[config.mk]
export PLATFORM = sky130hd
export DESIGN_NAME = wts_ram
export DESIGN_NICKNAME = d
export VERILOG_FILES = /design/src/rtl/wts_ram.sv
export SDC_FILE = /design/constraint.sdc
export NUM_CORES = 1
export LEC_CHECK = 0
export ABC_AREA = 1
export BUFFER_PORTS_ARGS = -buffer_cell sky130_fd_sc_hd__buf_2
export CAP_MARGIN = 10
export CORE_MARGIN = 2
export CORE_UTILIZATION = 50
export DETAILED_ROUTE_END_ITERATION = 8
export PLACE_DENSITY = 0.69
export SYNTH_ARGS = -nofsm -noshare
export SYNTH_HDL_FRONTEND = slang
export SYNTH_SLANG_ARGS = --single-unit
[constraint.sdc]
create_clock -name clk -period 1.8 [get_ports clk]
set_input_delay 0.45 -clock clk [delete_from_list [all_inputs] [get_ports clk]]
set_output_delay 0.45 -clock clk [all_outputs]
set_load 0.05 [all_outputs]
[src/rtl/wts_ram.sv]
`timescale 1ns / 1ps
`default_nettype none

module wts_ram #(
	parameter int WIDTH = 8,
	parameter int DEPTH = 16
) (
	input  wire logic                     clk,
	input  wire logic                     we,
	input  wire logic [$clog2(DEPTH)-1:0] waddr,
	input  wire logic [WIDTH-1:0]         wdata,
	input  wire logic                     re,
	input  wire logic [$clog2(DEPTH)-1:0] raddr,
	output logic      [WIDTH-1:0]         rdata
);

	logic [WIDTH-1:0] mem_q [DEPTH];
	logic [WIDTH-1:0] rdata_q;

	always_ff @(posedge clk) begin
		if (we) begin
			mem_q[waddr] <= wdata;
		end
		if (re) begin
			rdata_q <= mem_q[raddr];
		end
	end

	assign rdata = rdata_q;

endmodule

`default_nettype wire

# Word level (Yosys, flattened, before mapping)
# Memories as Yosys holds them, arrays and structs flattened. A register that Yosys moved wholly into a read port is not among the register bits.
# Index checks and enable logic that the tools add are counted.
# Widths: inputs -> output; s select.
# op_classes
muxes	2
# ops
cell	count
$mux 1	2
# word_totals
ff_bits	0
ram_bits	128
out_inout_bits	8
elab_cells	3
n_memories	1
# memory_table
memory	words	width	read_ports	rd_clocked_by_memory_dff	wr	line	rtl
mem_q	16	8	1	1	1	17	logic [WIDTH-1:0] mem_q [DEPTH];

# Logic depth before layout (Yosys ltp)
# Gate-level depths: netlist of the first run.
# depth
ltp_word	2
depth_mapped	8
ltp_nobuf	7

# Least setup slack after synthesis of the first run
# No wires, ideal clock.
# synth_timing
path_type	input-to-reg
start	input waddr[2]
end	memory mem_q[10][0], enable pin
setup_time_ns	0.370
arrival_time_ns	1.031
slack_ns	0.399
stages	2
n_path_buf	0
path_cell_list	nand3b_1 > nor2_1
# synth_lines
item	line	rtl
start, declared	10	input wire logic [$clog2(DEPTH)-1:0] waddr,
end, declared	17	
# No word-level cell before the write port.

# Final worst setup path of the first run
# layout_timing
start	register rdata_q[0] (netlist: rdata[0]), read port of mem_q
end	output rdata[0]
# layout_lines
item	line	rtl
start, declared	18	logic [WIDTH-1:0] rdata_q;
end, declared	14	output logic [WIDTH-1:0] rdata
# No word-level cell between the ends.

==> results of run 1 <==
cells by family after synthesis:
family        synth area share (%)
simple gates                 20.76
buf+inv                      9.394
flops                        69.85
per-stage QoR:
step                      hold slack, ns  area (um^2)
after detailed placement          0.7294         6220
after global placement            0.7275         6220
after global routing              0.3931         6763
after CTS                         0.3925         6763
after floorplan                   0.5489         5847
final                             0.4060         6763
registers in the layout, indices dropped and copies added (netlist names):
name and flops:
mem_q 128, rdata 8
routing by layer:
metal / global-route usage, % / wire, um / up-vias
li1: - / - / 1869
met1: 28.52 / 5254 / 1877
met2: 34.14 / 6196 / 149
met3: 6.210 / 864 / 16
met4: 6.504 / 220 / 0
met5: 0 / 0 / -
cell usage in the layout, fill, tap and decap left out:
cell type,instances
nand2_1,173
edfxtp_1,136
inv_1,100
nand3_1,97
buf_2,26
buf_4,20
nor2_1,17
clkbuf_16,17
clkinv_2,7
buf_12,4
inv_2,2
nand3b_1,2
bufinv_16,2
clkbuf_1,2
clkinv_1,2
clkinvlp_4,1
final timing paths:
kind                        end  slack, ns
max                    rdata[0]       0.29
min          rdata[4]$_DFFE_PP_       0.41
max reg2reg  rdata[6]$_DFFE_PP_       0.60
min reg2reg  rdata[4]$_DFFE_PP_       0.74
cell type report:
cell class                 instances  area (um^2)  share of cell area [%]
sequential                       136         4084                   60.39
multi-input combinational        289         1214                   17.95
clock buffer                      19        432.9                   6.401
inverter                         102        382.9                   5.661
timing repair buffer              50        360.3                   5.328
tap                              143        178.9                   2.646
clock inverter                    12        110.1                   1.628
power breakdown:
group	switching (W)	leakage (nW)	internal, W
clock	0.00117	0.271	0.00200
combinational	0.000354	1.44	0.000137
sequential	0.0000199	1.24	0.00357
total	0.00155	2.94	0.00570
synthesized netlist by cell type, drive strengths merged:
cell type / n
nand3: 97
inv: 102
nand2: 173
nor2: 17
nand3b: 2
buf: 24
edfxtp: 136
==> flow_metrics.py, run 1 <==
metrics = {
    "sta": {
        "finalMaxSlewViolations": 0,
        "finalHoldViolCount": 0,
        "fmax_ghz": 0.6627,
        "min_period_over_period_pct": 83.83,
        "fin_crit_ns": 1.509,
        "rsz0062_at_grt": "no",
        "setup_tns_ns": 0,
        "setup_viol_count_final": 0,
        "worst_slack_ns": 0.2910,
        "tightest_slew_ns": 0.6216,
        "slew_headroom_pct": 58.50,
        "finClkSkew_ns": 0.008444,
    },
    "global_routing": {
        "track_usage_pct": 21.30,
        "antenna_found_initial": 0,
        "grt_start_max_net_pins": 33,
        "grt_pass1_wl_um": 19960,
        "grt_pass1_vias": 3719,
        "overflow": 0,
    },
    "cells_and_area": {
        "syn_to_final_growth_pct": 15.66,
        "finalNetCount": 615,
        "fin_cells": 751,
        "fill_cells": 939,
        "drive_above_1_share_pct": 12.99,
        "insertedDiodeCount": 0,
        "utilization_pct": 59.23,
    },
    "route": {
        "via_count": 3911,
        "drtAntennaViolNets": 0,
        "drt_first_pass_iters": 5,
        "wire_per_inst_um": 16.69,
        "drt_iter0_markers": 383,
        "wl_um": 12540,
        "vias_per_cell": 5.208,
        "drc_errors": 0,
    },
    "setup_path": {
        "criticalPathCategory": "flop to output pin",
        "cp_data_arrival_time_ns": 1.06,
        "crit_family": "flip-flops",
        "critPathRequiredTime_ns": 1.35,
        "endpoint_kind": "output pin",
        "cp.depth": 1,
        "crit_chain": "buf_2",
        "cp-start-kind": "flop",
        "crit_buf_inv": 1,
        "critPathSlowestCell": "edfxtp_1",
        "timing.rr.start": "mem_q[7][6]$_DFFE_PP_",
        "ff2ff_path_depth": 6,
        "path_max_fanout": 1,
        "crit_path_start": "rdata[0]$_DFFE_PP_",
        "critPathMaxStageDelay_ns": 0.37,
    },
    "floorplan": {
        "die-area_um2": 12570,
        "die_h_um": 112.1,
        "core_um2": 11420,
        "num_rows": 39,
        "ioPinCount": 27,
        "die_w_um": 112.1,
        "initial_core_util_pct": 51.21,
    },
    "hold_path": {
        "hp-class": "input port to flop",
        "holdPathStages": 1,
        "min-delay-start": "re",
    },
    "flow_run": {
        "maxCapViolCount": 0,
    },
    "yosys": {
        "synth-seq-cells": 136,
        "synth_cell_type_count": 11,
        "yosysTopAreaCell": "edfxtp_1",
        "yosysSeqAreaShare_pct": 69.85,
        "synthTopCellsByArea": "edfxtp_1 70%, nand2_1 11%, nand3_1 8.3%, inv_1 6.4%, buf_6 1.2%",
        "synth_nets": 570,
        "yosysWarningCount": 0,
        "syn-cell-area_um2": 5847,
        "synth_top_area_share_pct": 69.85,
        "netlist_instances": 551,
        "syn-mean-instance-area_um2": 10.61,
    },
    "placed_design": {
        "place_hpwl_um": 7993,
        "dp.cells": 720,
        "pre_cts_ws_ns": 0.08163,
        "gp_congestion": 0.8515,
        "io_buffer_count": 26,
    },
    "cts": {
        "cts_root_buffer": "clkbuf_16",
        "insertion_delay_ns": 0.41,
        "cts_max_path_buffers": 2,
        "cts_tree": "built",
        "post_cts_resized": 0,
        "cts.sinks": 136,
        "clk_pin_slew_ns": 0.06,
        "cts_hold_buf": 0,
        "cts_inserted_buffers": 17,
        "postCtsSetupRepairBufs": 0,
        "cts-htree-levels": 4,
    },
    "power": {
        "irDropWorstVdd_mv": 0.5197,
        "power_density_nw_per_um2": 1072,
        "leakage_nw": 2.944,
        "design_power_total_w": 0.007252,
    },
    "status": {
        "outcome": "complete, no violations",
    },
}
Power figures use the tool's default switching activity.
==> run 2: changes to the inputs <==
Settings changed: PLACE_DENSITY 0.69 to 0.72.
Clock period 1.8 ns to 1.3 ns, I/O delays scaled along.
==> run 2 against run 1 <==
Against the previous run:
- the flow now finishes with violations (negative setup slack)
- register-to-register slack lost 0.47 ns
- cell area grew 1.4%
- routed wire length grew 2.7%
- critical path depth did not move
- critical endpoint is now rdata[2]
- largest cell class unchanged
- highest routed layer unchanged
==> flow_metrics.py, run 2 (synthesis gave the netlist of run 1 again) <==
metrics = {
    "status": {
        "outcome": "finished with violations",
        "violations": "negative setup slack",
    },
    "cells_and_area": {
        "layout_commonest_cell": "nand2_1",
        "largest_reg_flops": 128,
        "mostFrequentLayoutCells": "173 x nand2_1, 136 x edfxtp_1, 100 x inv_1",
        "finalNetCount": 617,
        "utilization_pct": 60.06,
        "drive_above_1_share_pct": 13.77,
        "insertedDiodeCount": 0,
        "max_flop_register": "mem_q",
        "syn_to_final_growth_pct": 17.29,
    },
    "route": {
        "wire_per_inst_um": 17.10,
        "drc_errors": 0,
        "via_count": 3896,
        "wl_um": 12880,
        "drt_first_pass_iters": 5,
        "drt_iter0_markers": 360,
        "vias_per_cell": 5.174,
        "drtAntennaViolNets": 0,
    },
    "power": {
        "leakage_nw": 2.968,
        "irDropWorstVdd_mv": 0.8838,
        "power_density_nw_per_um2": 1488,
    },
    "setup_path": {
        "cp-start-kind": "flop",
        "timing.rr.start": "mem_q[1][7]$_DFFE_PP_",
        "path_max_fanout": 1,
        "timing.rr.end": "rdata[7]$_DFFE_PP_",
        "crit_family": "flip-flops",
        "endpoint_kind": "output pin",
        "crit_buf_inv": 1,
        "critPathMaxStageDelay_ns": 0.45,
        "critPathSlowestCell": "edfxtp_1",
        "critPathRequiredTime_ns": 0.98,
        "criticalPathCategory": "flop to output pin",
        "ff2ff_path_depth": 6,
        "worst-r2r-setup-slack_ns": 0.13,
        "crit_chain": "buf_6",
        "cp_data_arrival_time_ns": 1.05,
    },
    "cts": {
        "cts_hold_buf": 0,
        "insertion_delay_ns": 0.41,
        "cts_max_path_buffers": 2,
        "cts.sinks": 136,
        "clk_pin_slew_ns": 0.06,
        "cts_root_buffer": "clkbuf_16",
        "postCtsSetupRepairBufs": 0,
        "cts-htree-levels": 4,
        "cts_tree": "built",
        "cts_inserted_buffers": 17,
    },
    "sta": {
        "finalMaxSlewViolations": 0,
        "worst_slack_ns": -0.07826,
        "tightest_slew_ns": 0.6293,
        "slew_headroom_pct": 57.99,
        "fin_hold_ws_ns": 0.2819,
        "min_period_over_period_pct": 106.0,
        "fin_crit_ns": 1.378,
        "setup_viol_count_final": 4,
        "finClkSkew_ns": 0.005511,
        "fmax_ghz": 0.7256,
        "finalHoldViolCount": 0,
        "rsz0062_at_grt": "yes",
    },
    "floorplan": {
        "initial_core_util_pct": 51.21,
        "num_rows": 39,
        "die-area_um2": 12570,
        "die_h_um": 112.1,
        "die_w_um": 112.1,
        "core_um2": 11420,
        "ioPinCount": 27,
    },
    "placed_design": {
        "gp_congestion": 0.8846,
        "io_buffer_count": 26,
        "place_hpwl_um": 7797,
    },
    "global_routing": {
        "antenna_found_initial": 0,
        "grt_pass1_vias": 3747,
        "overflow": 0,
        "grt_pass1_wl_um": 19850,
        "track_usage_pct": 21.39,
        "grt_start_max_net_pins": 33,
    },
    "hold_path": {
        "hp-class": "input port to flop",
        "holdPathEnd": "rdata[4]$_DFFE_PP_",
        "min-delay-start": "re",
        "holdPathStages": 1,
    },
    "flow_run": {
        "maxCapViolCount": 0,
    },
}
-- run 2: changes by cell type in the layout (fill, tap and decap cells not counted) --
cell        before  now
clkinv_2         7    5
buf_2           26   18
buf_4           20   21
buf_12           4    5
buf_6            0    8
clkinv_4         0    1
clkbuf_1         2    0
clkinv_1         2    1
clkinvlp_4       1    5
-- run 2: worst max path at each step --
stage | from | endpoint | slack, ns | cells past startpoint
after floorplan | waddr[3] | mem_q[4][0]$_DFFE_PP_ | 0.02 | 2
final | rdata[2]$_DFFE_PP_ | rdata[2] | -0.08 | 1
after CTS | rdata[2]$_DFFE_PP_ | rdata[2] | -0.07 | 1
after detailed placement | raddr[1] | rdata[4]$_DFFE_PP_ | -0.26 | 6
after global routing | rdata[2]$_DFFE_PP_ | rdata[2] | -0.09 | 1
after global placement | raddr[1] | rdata[0]$_DFFE_PP_ | -0.25 | 6
-- run 2: through the flow --
stage	power (W)	cell area [um^2]	instances	setup WS, ns	TNS [ns]
after floorplan	0.005475	5847	551	0.02416	0
after global placement	0.005723	6247	722	-0.2457	-2.575
after detailed placement	0.005742	6247	722	-0.2646	-4.174
after CTS	0.01024	6854	753	-0.06786	-0.1692
after global routing	0.01050	6858	753	-0.09367	-0.3264
final	0.01020	6858	753	-0.07826	-0.1690
-- run 2: repair_timing --
action / 4_1_cts / 5_1_grt
pin swaps: 0 / 0
setup endpoints to repair: 8 / 8
resized for setup: 15 / 1
hold endpoints to repair: 0 / 0
-- run 2: worst reg2reg max path, stage by stage (launching register included) --
cell	delay, ns
edfxtp_1	0.37
inv_1	0.07
nand2_1	0.04
nand3_1	0.09
nand3_1	0.13
nand3_1	0.16
nand2_1	0.07
-- run 2: cell type report --
class	count	area (um^2)
multi-input cells	289	1214
flip-flops and latches	136	4084
repair buffers	52	437.9
well taps	143	178.9
clock inverters	14	135.1
inverters	102	382.9
fillers	932	4561
clock buffers	17	425.4
-- run 2: metal layers --
metal	track usage (%)	up-vias	part of all wire [%]
met4	10.49	0	3.4
met5	0	-	0
met2	33.69	136	48
li1	-	1874	-
met1	28.39	1855	41
met3	4.806	31	7.0
-- run 2: power by group --
part	internal [W]	total, W	switching, W
combinational	0.000220	0.000715	0.000494
clock	0.00278	0.00451	0.00173
sequential	0.00494	0.00498	0.0000330
