**src/rtl/wts_pkg.sv**
```systemverilog
`timescale 1ns / 1ps
`default_nettype none

package wts_pkg;

	localparam int CHANNELS  = 16;
	localparam int MEM_BYTES = 2048;

	localparam int ACTION_W = 2;
	localparam int ADDR_W   = 16;
	localparam int BYTE_W   = 8;
	localparam int SAMPLE_W = 16;
	localparam int PHASE_W  = 24;
	localparam int VOL_W    = 7;
	localparam int CFG_IDX_W = 1;

	// signed width of one panned channel contribution and of the frame mix
	localparam int CONTRIB_W = 14;
	localparam int MIX_W     = 20;

	// reciprocal for truncating division by 100, exact for inputs below 2**30
	localparam int          DIV_IN_W  = 27;
	localparam int          DIV_OUT_W = 21;
	localparam logic [26:0] DIV100_K  = 27'd85899346;

	localparam logic [15:0] PAGE_ADDR    = 16'hfcff;
	localparam logic [3:0]  PAGE_SEL_HI  = 4'h3;
	localparam logic [7:0]  WINDOW_HI    = 8'hfd;
	localparam logic [7:0]  AMP_MAX      = 8'h80;
	localparam int          SET_BASE     = 'h700;
	localparam logic [6:0]  VOLUME_RESET = 7'd100;

	typedef enum logic [1:0] {
		ACT_WRITE = 2'd0,
		ACT_READ  = 2'd1,
		ACT_TICK  = 2'd2
	} action_t;

	typedef enum logic [0:0] {
		CFG_ENABLE = 1'b0,
		CFG_VOLUME = 1'b1
	} cfg_index_t;

	typedef enum logic [3:0] {
		S_CLEAR,
		S_IDLE,
		S_RD,
		S_FETCH,
		S_PHASE,
		S_DATA,
		S_VOICE,
		S_FIN1,
		S_FIN2,
		S_RESULT
	} state_t;

	typedef struct packed {
		logic        start;
		logic [7:0]  data;
		logic [7:0]  amp;
		logic [7:0]  ctrl;
	} voice_req_t;

	typedef struct packed {
		logic                        done;
		logic signed [CONTRIB_W-1:0] left;
		logic signed [CONTRIB_W-1:0] right;
	} voice_rsp_t;

	// dac law, segment base and step
	function automatic logic [12:0] dac_base(input logic [2:0] seg);
		logic [12:0] v;
		unique case (seg)
			3'd0: v = 13'd0;
			3'd1: v = 13'd33;
			3'd2: v = 13'd99;
			3'd3: v = 13'd231;
			3'd4: v = 13'd495;
			3'd5: v = 13'd1023;
			3'd6: v = 13'd2079;
			3'd7: v = 13'd4191;
		endcase
		return v;
	endfunction

	function automatic logic [8:0] dac_inc(input logic [2:0] seg);
		return 9'(9'd2 << seg);
	endfunction

	function automatic logic [6:0] pan_left(input logic [3:0] pos);
		logic [6:0] v;
		unique case (pos)
			4'd8, 4'd9, 4'd10: v = 7'd100;
			4'd11:             v = 7'd83;
			4'd12:             v = 7'd67;
			4'd13:             v = 7'd50;
			4'd14:             v = 7'd33;
			4'd15:             v = 7'd17;
			default:           v = 7'd0;
		endcase
		return v;
	endfunction

	function automatic logic [6:0] pan_right(input logic [3:0] pos);
		logic [6:0] v;
		unique case (pos)
			4'd8, 4'd9, 4'd10: v = 7'd0;
			4'd11:             v = 7'd17;
			4'd12:             v = 7'd33;
			4'd13:             v = 7'd50;
			4'd14:             v = 7'd67;
			4'd15:             v = 7'd83;
			default:           v = 7'd100;
		endcase
		return v;
	endfunction

	function automatic logic [DIV_OUT_W-1:0] div100(input logic [DIV_IN_W-1:0] m);
		logic [53:0] p;
		p = 54'(m) * 54'(DIV100_K);
		return p[53:33];
	endfunction

endpackage

`default_nettype wire

```
**src/rtl/wts_voice.sv**
```systemverilog
`timescale 1ns / 1ps
`default_nettype none

module wts_voice import wts_pkg::*; (
	input  wire logic       clk,
	input  wire logic       arst_n,
	input  wire voice_req_t req,
	output voice_rsp_t      rsp
);

	logic                        v_s1, v_s2, v_s3, v_s4;
	logic [6:0]                  level_s1;
	logic                        neg_s1, neg_s2, neg_s3;
	logic [3:0]                  pan_s1, pan_s2;
	logic [12:0]                 mag_s2;
	logic [19:0]                 pl_s3, pr_s3;
	logic signed [CONTRIB_W-1:0] left_s4, right_s4;

	logic [7:0]           amp_cap;
	logic [14:0]          scaled;
	logic [DIV_OUT_W-1:0] ql, qr;

	always_comb begin
		amp_cap = (req.amp > AMP_MAX) ? AMP_MAX : req.amp;
		scaled  = 15'(req.data[6:0]) * 15'(amp_cap);
		ql      = div100(DIV_IN_W'(pl_s3));
		qr      = div100(DIV_IN_W'(pr_s3));
	end

	always_ff @(posedge clk or negedge arst_n) begin
		if (!arst_n) begin
			v_s1 <= 1'b0;
			v_s2 <= 1'b0;
			v_s3 <= 1'b0;
			v_s4 <= 1'b0;
		end else begin
			v_s1 <= req.start;
			v_s2 <= v_s1;
			v_s3 <= v_s2;
			v_s4 <= v_s3;
		end
	end

	always_ff @(posedge clk) begin
		// amplitude scale, sign with invert
		level_s1 <= scaled[13:7];
		neg_s1   <= req.data[7] ^ req.ctrl[4];
		pan_s1   <= req.ctrl[3:0];
		// segmented dac law
		mag_s2   <= dac_base(level_s1[6:4]) +
			13'(level_s1[3:0]) * 13'(dac_inc(level_s1[6:4]));
		neg_s2   <= neg_s1;
		pan_s2   <= pan_s1;
		// pan weights
		pl_s3    <= 20'(mag_s2) * 20'(pan_left(pan_s2));
		pr_s3    <= 20'(mag_s2) * 20'(pan_right(pan_s2));
		neg_s3   <= neg_s2;
		// divide magnitude, so truncation is toward zero
		left_s4  <= neg_s3 ? -CONTRIB_W'(ql) : CONTRIB_W'(ql);
		right_s4 <= neg_s3 ? -CONTRIB_W'(qr) : CONTRIB_W'(qr);
	end

	assign rsp.done  = v_s4;
	assign rsp.left  = left_s4;
	assign rsp.right = right_s4;

endmodule

`default_nettype wire

```
**config.mk**
```make
export PLATFORM = sky130hd
export DESIGN_NAME = wts_voice
export DESIGN_NICKNAME = d
export VERILOG_FILES = /design/src/rtl/wts_pkg.sv /design/src/rtl/wts_voice.sv
export SDC_FILE = /design/constraint.sdc
export NUM_CORES = 1
export LEC_CHECK = 0
export ABC_CLOCK_PERIOD_IN_PS = 18550
export BUFFER_PORTS_ARGS = -buffer_cell sky130_fd_sc_hd__buf_2
export CAP_MARGIN = 15
export CORE_UTILIZATION = 60
export DETAILED_ROUTE_END_ITERATION = 8
export PLACE_DENSITY = 0.76
export SYNTH_ARGS = -nofsm -noshare
export SYNTH_HDL_FRONTEND = slang
export SYNTH_SLANG_ARGS = --single-unit
```
**constraint.sdc**
```tcl
create_clock -name clk -period 18.55 [get_ports clk]
set_clock_uncertainty 0.05 [all_clocks]
set_input_delay 1.855 -clock clk [delete_from_list [all_inputs] [get_ports clk]]
set_output_delay 1.855 -clock clk [all_outputs]
set_load 0.03 [all_outputs]
```
After elaboration in Yosys (flattened, before gate mapping)
Memories as Yosys holds them, arrays and structs flattened. A register that Yosys moved wholly into a read port is not among the register bits.
Cells that the tools add are included.
{"block": "word_totals", "register_bits": 99, "wordCells": 32, "mem_count": 3, "in_bits": 27, "out_inout_bits": 29, "rom_bits": 288}
{"memory": "(name not given)", "words": 8, "width": 12, "rd": 1, "rd_ports_with_merged_regs": 1, "write_ports": 0, "line_no": "wts_pkg.sv:73", "rtl": "unique case (seg)"}
{"memory": "(name not given)", "words": 16, "width": 6, "rd": 1, "rd_ports_with_merged_regs": 1, "write_ports": 0, "line_no": "wts_pkg.sv:92", "rtl": "unique case (pos)"}
{"memory": "(name not given)", "words": 16, "width": 6, "rd": 1, "rd_ports_with_merged_regs": 1, "write_ports": 0, "line_no": "wts_pkg.sv:106", "rtl": "unique case (pos)"}
{"block": "classes", "n_lt_le_gt_ge": 1, "n_mux": 3, "n_addsub": 3, "shifts": 1, "bitwise": 1, "mul": 6}
{"operator": "20-bit by 26-bit multiplier with 46-bit output, second input constant", "n": 2}
{"operator": "13-bit by 7-bit multiplier with 20-bit output", "n": 2}
{"operator": "14-bit 2-to-1 mux", "n": 2}
{"operator": "14-bit negation", "n": 2}
{"operator": "7-bit by 8-bit multiplier with 14-bit output", "n": 1}
{"operator": "13-bit adder", "n": 1}
{"operator": "4-bit by 9-bit multiplier with 13-bit output", "n": 1}
{"operator": "2-bit by 3-bit left shift with 9-bit output, first input constant", "n": 1}
{"operator": "8-bit > comparator, second input constant", "n": 1}
{"operator": "8-bit 2-to-1 mux", "n": 1}
{"operator": "1-bit XOR", "n": 1}

Depth between registers and ports, before layout
Gate-level depths: netlist of the first run.
{"block": "logic_depth", "ltp_word": 3, "depth_mapped": 28, "mapped_depth_nobuf": 28}

Worst setup path before layout of the first run
OpenSTA, ideal clock, no wires.
{"block": "synth_path", "path_kind": "register to register", "startpoint": "register pr_s3[3]", "endpoint": "register right_s4[10]", "stages_incl_launch_ff": 29, "n_path_buf": 0, "t_arrival_ns": 6.609, "setup_time_ns": 0.072, "t_required_ns": 18.428, "synth_period_minus_slack_ns": 6.731, "setup_slack_ns": 11.819, "path_cell_list": "dfxtp_1 > ha_1 > inv_1 > fa_1 > fa_1 > inv_1 > fa_1 > inv_1 > fa_1 > inv_1 > fa_1 > inv_1 > fa_1 > inv_1 > ha_1 > a21oi_1 > a21oi_1 > a311o_1 > a31oi_1 > nand2_1 > xnor2_1 > ha_1 > inv_1 > a21oi_2 > and4_4 > o2111ai_2 > and4_4 > nor4_2 > xnor2_1"}
{"block": "synth_via", "elab_chain_len": 3}
{"item": "from (decl)", "line_no": "wts_voice.sv:16", "rtl": "logic [19:0] pl_s3, pr_s3;"}
{"item": "from (signal assigned)", "line_no": "wts_voice.sv:56", "rtl": "pr_s3 <= 20'(mag_s2) * 20'(pan_right(pan_s2));"}
{"item": "20-bit by 26-bit multiplier with 46-bit output (*)", "line_no": "wts_pkg.sv:120", "rtl": "p = 54'(m) * 54'(DIV100_K);"}
{"item": "14-bit negation", "line_no": "wts_voice.sv:60", "rtl": "right_s4 <= neg_s3 ? -CONTRIB_W'(qr) : CONTRIB_W'(qr);"}
{"item": "14-bit 2-to-1 mux (*)", "line_no": "wts_voice.sv:60"}
{"item": "to (signal assigned)", "line_no": "wts_voice.sv:60"}
{"item": "to (decl)", "line_no": "wts_voice.sv:17", "rtl": "logic signed [CONTRIB_W-1:0] left_s4, right_s4;"}
Every way passes the cells marked *; elsewhere a longest branch is shown, timed or not.

Final worst setup path of the first run
{"block": "layout_path", "startpoint": "register pl_s3[3]", "endpoint": "register left_s4[10]"}
{"block": "layout_via", "elab_chain_len": 3}
{"item": "from (decl)", "line_no": "wts_voice.sv:16"}
{"item": "from (signal assigned)", "line_no": "wts_voice.sv:55", "rtl": "pl_s3 <= 20'(mag_s2) * 20'(pan_left(pan_s2));"}
{"item": "20-bit by 26-bit multiplier with 46-bit output (*)", "line_no": "wts_pkg.sv:120"}
{"item": "14-bit negation", "line_no": "wts_voice.sv:59", "rtl": "left_s4 <= neg_s3 ? -CONTRIB_W'(ql) : CONTRIB_W'(ql);"}
{"item": "14-bit 2-to-1 mux (*)", "line_no": "wts_voice.sv:59"}
{"item": "to (signal assigned)", "line_no": "wts_voice.sv:59"}
{"item": "to (decl)", "line_no": "wts_voice.sv:17"}
Marked as above.

==> summary.txt, run 1 <==
Status
  – Outcome: complete, no violations

Critical path
  – Crit Path Max Fanout: 10
  – Setup CP Type: reg -> reg
  – Arr. time, crit path: 8.03 ns
  – CP startpoint kind: flip-flop
  – Worst EP required: about 19 ns
  – Endpoint class of the critical path: flip-flop

Floorplan
  – # IOs: between 50 and 60
  – Initial Util: 60.9%
  – # rows: 77
  – Core box area: between 40000 and 50000 um^2
  – Die Ht: 214 um
  – Die Width: between 200 and 250 um
  – Die Area: 45700 um^2

GRT
  – Vias in the first global route: 19.6k
  – Global route overflow: 0
  – Gr usage total: 26.9%
  – Largest net degree at the start of global routing: 25
  – Initial antenna violation count: 1
  – First-pass GRT wire length: about 96000 um

CTS
  – Skew-Pair Late Insertion Delay: around 0.44 ns
  – CTS tree: built
  – Root buf cell: clkbuf_16
  – Hold_buf cts: 0
  – Post-CTS Setup Bufs: 0
  – Resized cells post-CTS: 0
  – H-tree depth: 4
  – Cts bufs inserted: 17
  – Worst-path clk slew: 0.06 ns
  – Clock Sinks: 119
  – Clk buf depth: 2

Synth
  – YS warnings: 0
  – Async S/R FF share, synth: 3.36%
  – Avg Inst Size Synth: 9.70 um^2
  – Synth cell types: 81
  – Synth Net Count: a little under 4k
  – Seq cells post-synth: approximately 120
  – Syn Inst Count: between 2k and 3k
  – Post-Synthesis Cell Area: 26900 um^2
  – Most common flop cell mapped by yosys: dfxtp_1
  – Post-synth EDFFs: 0
  – Sequential area share after synthesis: under 10%

Job
  – Max-cap violations: 0

STA
  – Hold WS: 0.276 ns
  – Final setup viols: 0
  – Fin. max-slew vios: 0
  – Final hold vios: 0
  – Min Tclk post-route: 7.77 ns
  – Slew @ Worst Pin: 0.835 ns
  – Tcrit/Tclk final: 41.9%
  – F_max: 129 MHz
  – RSZ-0062 raised after global routing: false
  – Max-slew headroom at the worst pin: 42.9%
  – Setup tns final: 0 ns

Place
  – Dpl cells: 3388
  – Routability cong.: 0.936
  – I/O Buffers: 52
  – Detailed Place HPWL: 51000 um

Detailed routing
  – Routed vias/inst: 5.45
  – DR DRC count: 0
  – DRT Pass-1 Iters: 5
  – Drt total wl: 57600 um
  – Routed len/inst: 16.8 um
  – Routed Antenna Nets: 0
  – 1st-iter DRT viols: 1162
  – Vias: 18.6k

Hold path
  – Worst Hold Class: reg -> reg

Finish
  – Area growth from synthesis to layout: 5.33%
  – Antenna diode count: 0
  – Nets: around 3.9k
  – Fin cells: about 3.4k
  – Share of cells above drive strength 1: 4.03%
kinds of logic after synthesis:
family / after synthesis / synth area share, %
and+or+nand+nor: 498 / 9.41
buffers and inverters: 748 / 10.4
muxes: 5 / 0.195
AOI/OAI and AO/OA: 265 / 6.70
xor gates and xnor gates: 100 / 3.31
adders and majority gates: 1040 / 61.0
DFF: 119 / 8.92
layout make-up:
| cell class | count | area, um^2 |
|---|---|---|
| inverter | 715 | 2680 |
| timing repair buffer | 54 | 272 |
| sequential | 119 | 2400 |
| tap | 592 | 741 |
| clock inverter | 14 | 124 |
| fill | 3523 | 15900 |
| clock buffer | 17 | 425 |
| multi-input combinational | 1908 | 21700 |
worst max-delay path, cell delays in order (launching register included):
cell and delay (ns):
dfxtp_1 0.72, ha_1 0.38, inv_1 0.09, fa_1 0.40, fa_1 0.50, inv_1 0.05, fa_1 0.50, inv_1 0.05
fa_1 0.54, inv_1 0.06, fa_1 0.48, inv_1 0.05, fa_1 0.49, inv_1 0.05, ha_1 0.30, a21oi_1 0.48
o31ai_1 0.28, nor3_1 0.28, nand3b_1 0.16, a31oi_1 0.23, xor2_1 0.25, ha_1 0.23, nand2_1 0.06, or3_1 0.41
o21ai_0 0.24, nand2_1 0.11, xor2_1 0.18
path summary, 6_finish.rpt:
check | startpoint | endpoint | slack, ns | cells past startpoint
worst max-delay path | pl_s3[3] | left_s4[10] | 10.78 | 26
worst min-delay path | flip-flop | mag_s2[0] | 0.28 | 0
worst max register to register | pl_s3[3] | left_s4[10] | 10.78 | 26
worst min register to register | flip-flop | mag_s2[0] | 0.28 | 0
max in group asynchronous | arst_n | v_s1 | 17.18 | 1
min in group asynchronous | arst_n | v_s4 | 1.16 | 1
cells in the final DEF, fill, tap and decap left out, types with 6 or more instances in the layout:
master / n
or2_2: 7
nor3_1: 26
dfxtp_1: 115
o21bai_1: 22
xor2_1: 26
nand4_1: 14
nand2_1: 155
o31ai_1: 8
o211ai_1: 6
a21oi_1: 79
o21ai_0: 33
clkbuf_16: 17
nor2_1: 80
a21o_1: 28
nor2b_1: 22
and4_1: 8
xnor2_1: 72
or3_1: 6
inv_1: 715
nand3_1: 38
buf_2: 52
and2_1: 99
fa_1: 455
ha_1: 585
and3_1: 14
nand2b_1: 6
o21a_1: 17
layer usage:
layer / share of wire, % / vias to the layer above / global-route usage, %
met5: 0 / - / 0
met4: 1.3 / 0 / 5.20
met3: 5.4 / 55 / 4.26
met2: 48 / 440 / 45.0
met1: 45 / 9304 / 37.1
li1: - / 8832 / -
per-stage QoR:
| stage | worst slack (ns) | utilization (%) | instance area (um^2) |
|---|---|---|---|
| 6_report | 10.78 | 64.1 | 28400 |
| 5_1_grt | 10.34 | 64.1 | 28400 |
| 4_1_cts | 10.78 | 64.1 | 28400 |
| 3_5_place_dp | 10.81 | 62.9 | 27800 |
| 3_3_place_gp | 10.67 | 62.9 | 27800 |
| 2_1_floorplan | 11.82 | - | 26900 |
synth_stat cells, types with 5 or more instances:
cell type | instances | area, um^2
a21o_1 | 28 | 210
a21oi_1 | 79 | 395
a31oi_1 | 5 | 31.3
and2_1 | 99 | 619
and3_1 | 14 | 87.6
and4_1 | 8 | 70.1
clkbuf_1 | 32 | 120
dfxtp_1 | 115 | 2300
fa_1 | 455 | 9110
ha_1 | 585 | 7320
inv_1 | 715 | 2680
nand2_1 | 155 | 582
nand2b_1 | 6 | 37.5
nand3_1 | 38 | 190
nand4_1 | 14 | 87.6
nor2_1 | 80 | 300
nor2b_1 | 22 | 138
nor3_1 | 26 | 130
o2111ai_1 | 5 | 43.8
o211ai_1 | 6 | 45.0
o21a_1 | 17 | 128
o21ai_0 | 33 | 165
o21bai_1 | 22 | 165
o31ai_1 | 8 | 60.1
or2_2 | 7 | 43.8
or3_1 | 6 | 37.5
xnor2_1 | 72 | 631
xor2_1 | 26 | 228
Power of run 1 is not shown: default switching activity piles up to over one toggle a cycle in this logic, so the estimate is an artifact.
==> run 2, diff against run 1 <==
ABC_CLOCK_PERIOD_IN_PS = 6800   (was 18550)
PLACE_DENSITY = 0.79   (was 0.76)
clock period = 6.8 ns   (was 18.55 ns; I/O delays follow)
==> summary.txt, run 2 (synthesis results as in run 1) <==
Status
  – Outcome: finished with violations
  – Failing checks: setup timing

STA
  – Slew @ Worst Pin: 1.01 ns
  – RSZ-0062 raised after global routing: true
  – F_max: approximately 150 MHz
  – Hold WS: between 0.2 and 0.3 ns
  – Tcrit/Tclk final: 100%
  – Max-slew headroom at the worst pin: between 30% and 40%
  – Final Worst Setup Slack: -0.00656 ns
  – Final setup viols: 1
  – Fin. max-slew vios: 0
  – Min Tclk post-route: 6.81 ns
  – Final hold vios: 0

Critical path
  – Most frequent CP cell: inv_1
  – Slowest stage cell, crit path: fa_1
  – R2r startpoint: pr_s3[17]
  – Worst setup path startpoint: pr_s3[17]
  – Arr. time, crit path: 7.10 ns
  – Slowest stage delay, CP: 0.50 ns
  – Endpoint class of the critical path: flip-flop
  – CP startpoint kind: flip-flop
  – Setup CP Type: reg -> reg
  – Crit Path Max Fanout: 4
  – Worst EP required: 7.09 ns

Hold path
  – Hold path start: req[1]
  – Worst Hold Class: in -> reg

Detailed routing
  – 1st-iter DRT viols: 1080
  – Vias: 19.7k
  – Routed len/inst: 17.5 um
  – Routed Antenna Nets: 0
  – Drt total wl: 63600 um
  – Routed vias/inst: 5.41
  – DR DRC count: 0
  – DRT Pass-1 Iters: 6

CTS
  – Clock Sinks: 119
  – Root buf cell: clkbuf_16
  – CTS tree: built
  – H-tree depth: 4
  – Skew-Pair Late Insertion Delay: 0.47 ns
  – Worst-path clk slew: 0.07 ns
  – Cts bufs inserted: 17
  – Clk buf depth: 2

Floorplan
  – # rows: slightly below 80
  – Die Width: 214 um
  – # IOs: 56
  – Die Ht: 214 um
  – Initial Util: between 60% and 70%
  – Core box area: 44200 um^2
  – Die Area: 45700 um^2

Finish
  – Share of cells above drive strength 1: 15.6%
  – Antenna diode count: 0
  – Fin cells: around 3.6k
  – Area growth from synthesis to layout: 14.6%
  – Most frequent cells in the layout: inv_1, ha_1, fa_1
  – Most common cell after layout, fill and taps aside: inv_1
  – Fillers: 3131
  – Nets: ~4.1k

GRT
  – Gr usage total: 29.0%
  – Largest net degree at the start of global routing: 25
  – Global route overflow: 0
  – First-pass GRT wire length: 102000 um
  – Vias in the first global route: between 20k and 25k
  – Initial antenna violation count: 1

Place
  – Detailed Place HPWL: around 54000 um
  – I/O Buffers: between 50 and 60
  – Dpl cells: ~3.6k
  – Routability cong.: 0.987

Job
  – Max-cap violations: 0
## run 2: cell count changes in the layout (fill, tap and decap cells not counted), moves of 13 or more
cell / before / now
a21oi_1: 79 / 66
dfxtp_1: 115 / 88
inv_2: 0 / 14
fa_2: 0 / 19
fa_1: 455 / 436
dfxtp_2: 0 / 24
ha_4: 0 / 20
inv_1: 715 / 701
buf_4: 1 / 205
ha_1: 585 / 557
## run 2: area by class of cell
class                      instances  area, um^2  area share, %
multi-input combinational       1908       22400           72.7
inverter                         715        2680           8.70
sequential                       119        2440           7.92
timing repair buffer             270        1970           6.39
tap                              592         741           2.40
clock buffer                      18         439           1.42
clock inverter                    14         146          0.475
## run 2: through the flow
stage	utilization, %	setup slack [ns]	cell area [um^2]	setup TNS (ns)
after detailed placement	66.1	-0.215	29200	-1.00
after global routing	69.8	-0.222	30800	-1.07
after floorplan	-	0.0687	26900	0
after CTS	68.1	0.000910	30100	0
after global placement	66.1	-0.0888	29200	-0.214
final	69.8	-0.00656	30800	-0.00656
## run 2: path summary, 6_finish.rpt
check | end | slack, ns | depth (start not counted)
max | right_s4[10] | -0.007 | 29
min | pan_s1[1] | 0.27 | 1
max reg2reg | right_s4[10] | -0.007 | 29
min reg2reg | mag_s2[0] | 0.28 | 0
max in group asynchronous | v_s1 | 6.03 | 2
min in group asynchronous | v_s4 | 0.54 | 2
## run 2: per-layer routing
layer / GRT usage, % / wire, um
met3: 5.96 / 4250
met4: 9.26 / 1640
met1: 37.0 / 26500
met5: 0 / 18
met2: 49.2 / 31100
## run 2: repair_timing
| item | 4_1_cts | 5_1_grt |
|---|---|---|
| gates resized for setup | 48 | 141 |
| hold buffers | 1 | 0 |
| hold endpoints to repair | 4 | 0 |
| pin swaps | 29 | 71 |
| endpoints found under the setup margin | 12 | 16 |
| setup buffers | 12 | 18 |
## run 2: worst max-delay path, delay by kind of cell (launching register included)
family | cells | cell delay [ns]
buffers and inverters | 8 | 0.54
and+or+nand+nor | 4 | 0.80
xor gates and xnor gates | 2 | 0.29
adders and majority gates | 9 | 3.53
AOI/OAI and AO/OA | 6 | 1.09
DFF | 1 | 0.36
Power of run 2 is left out for the same reason.
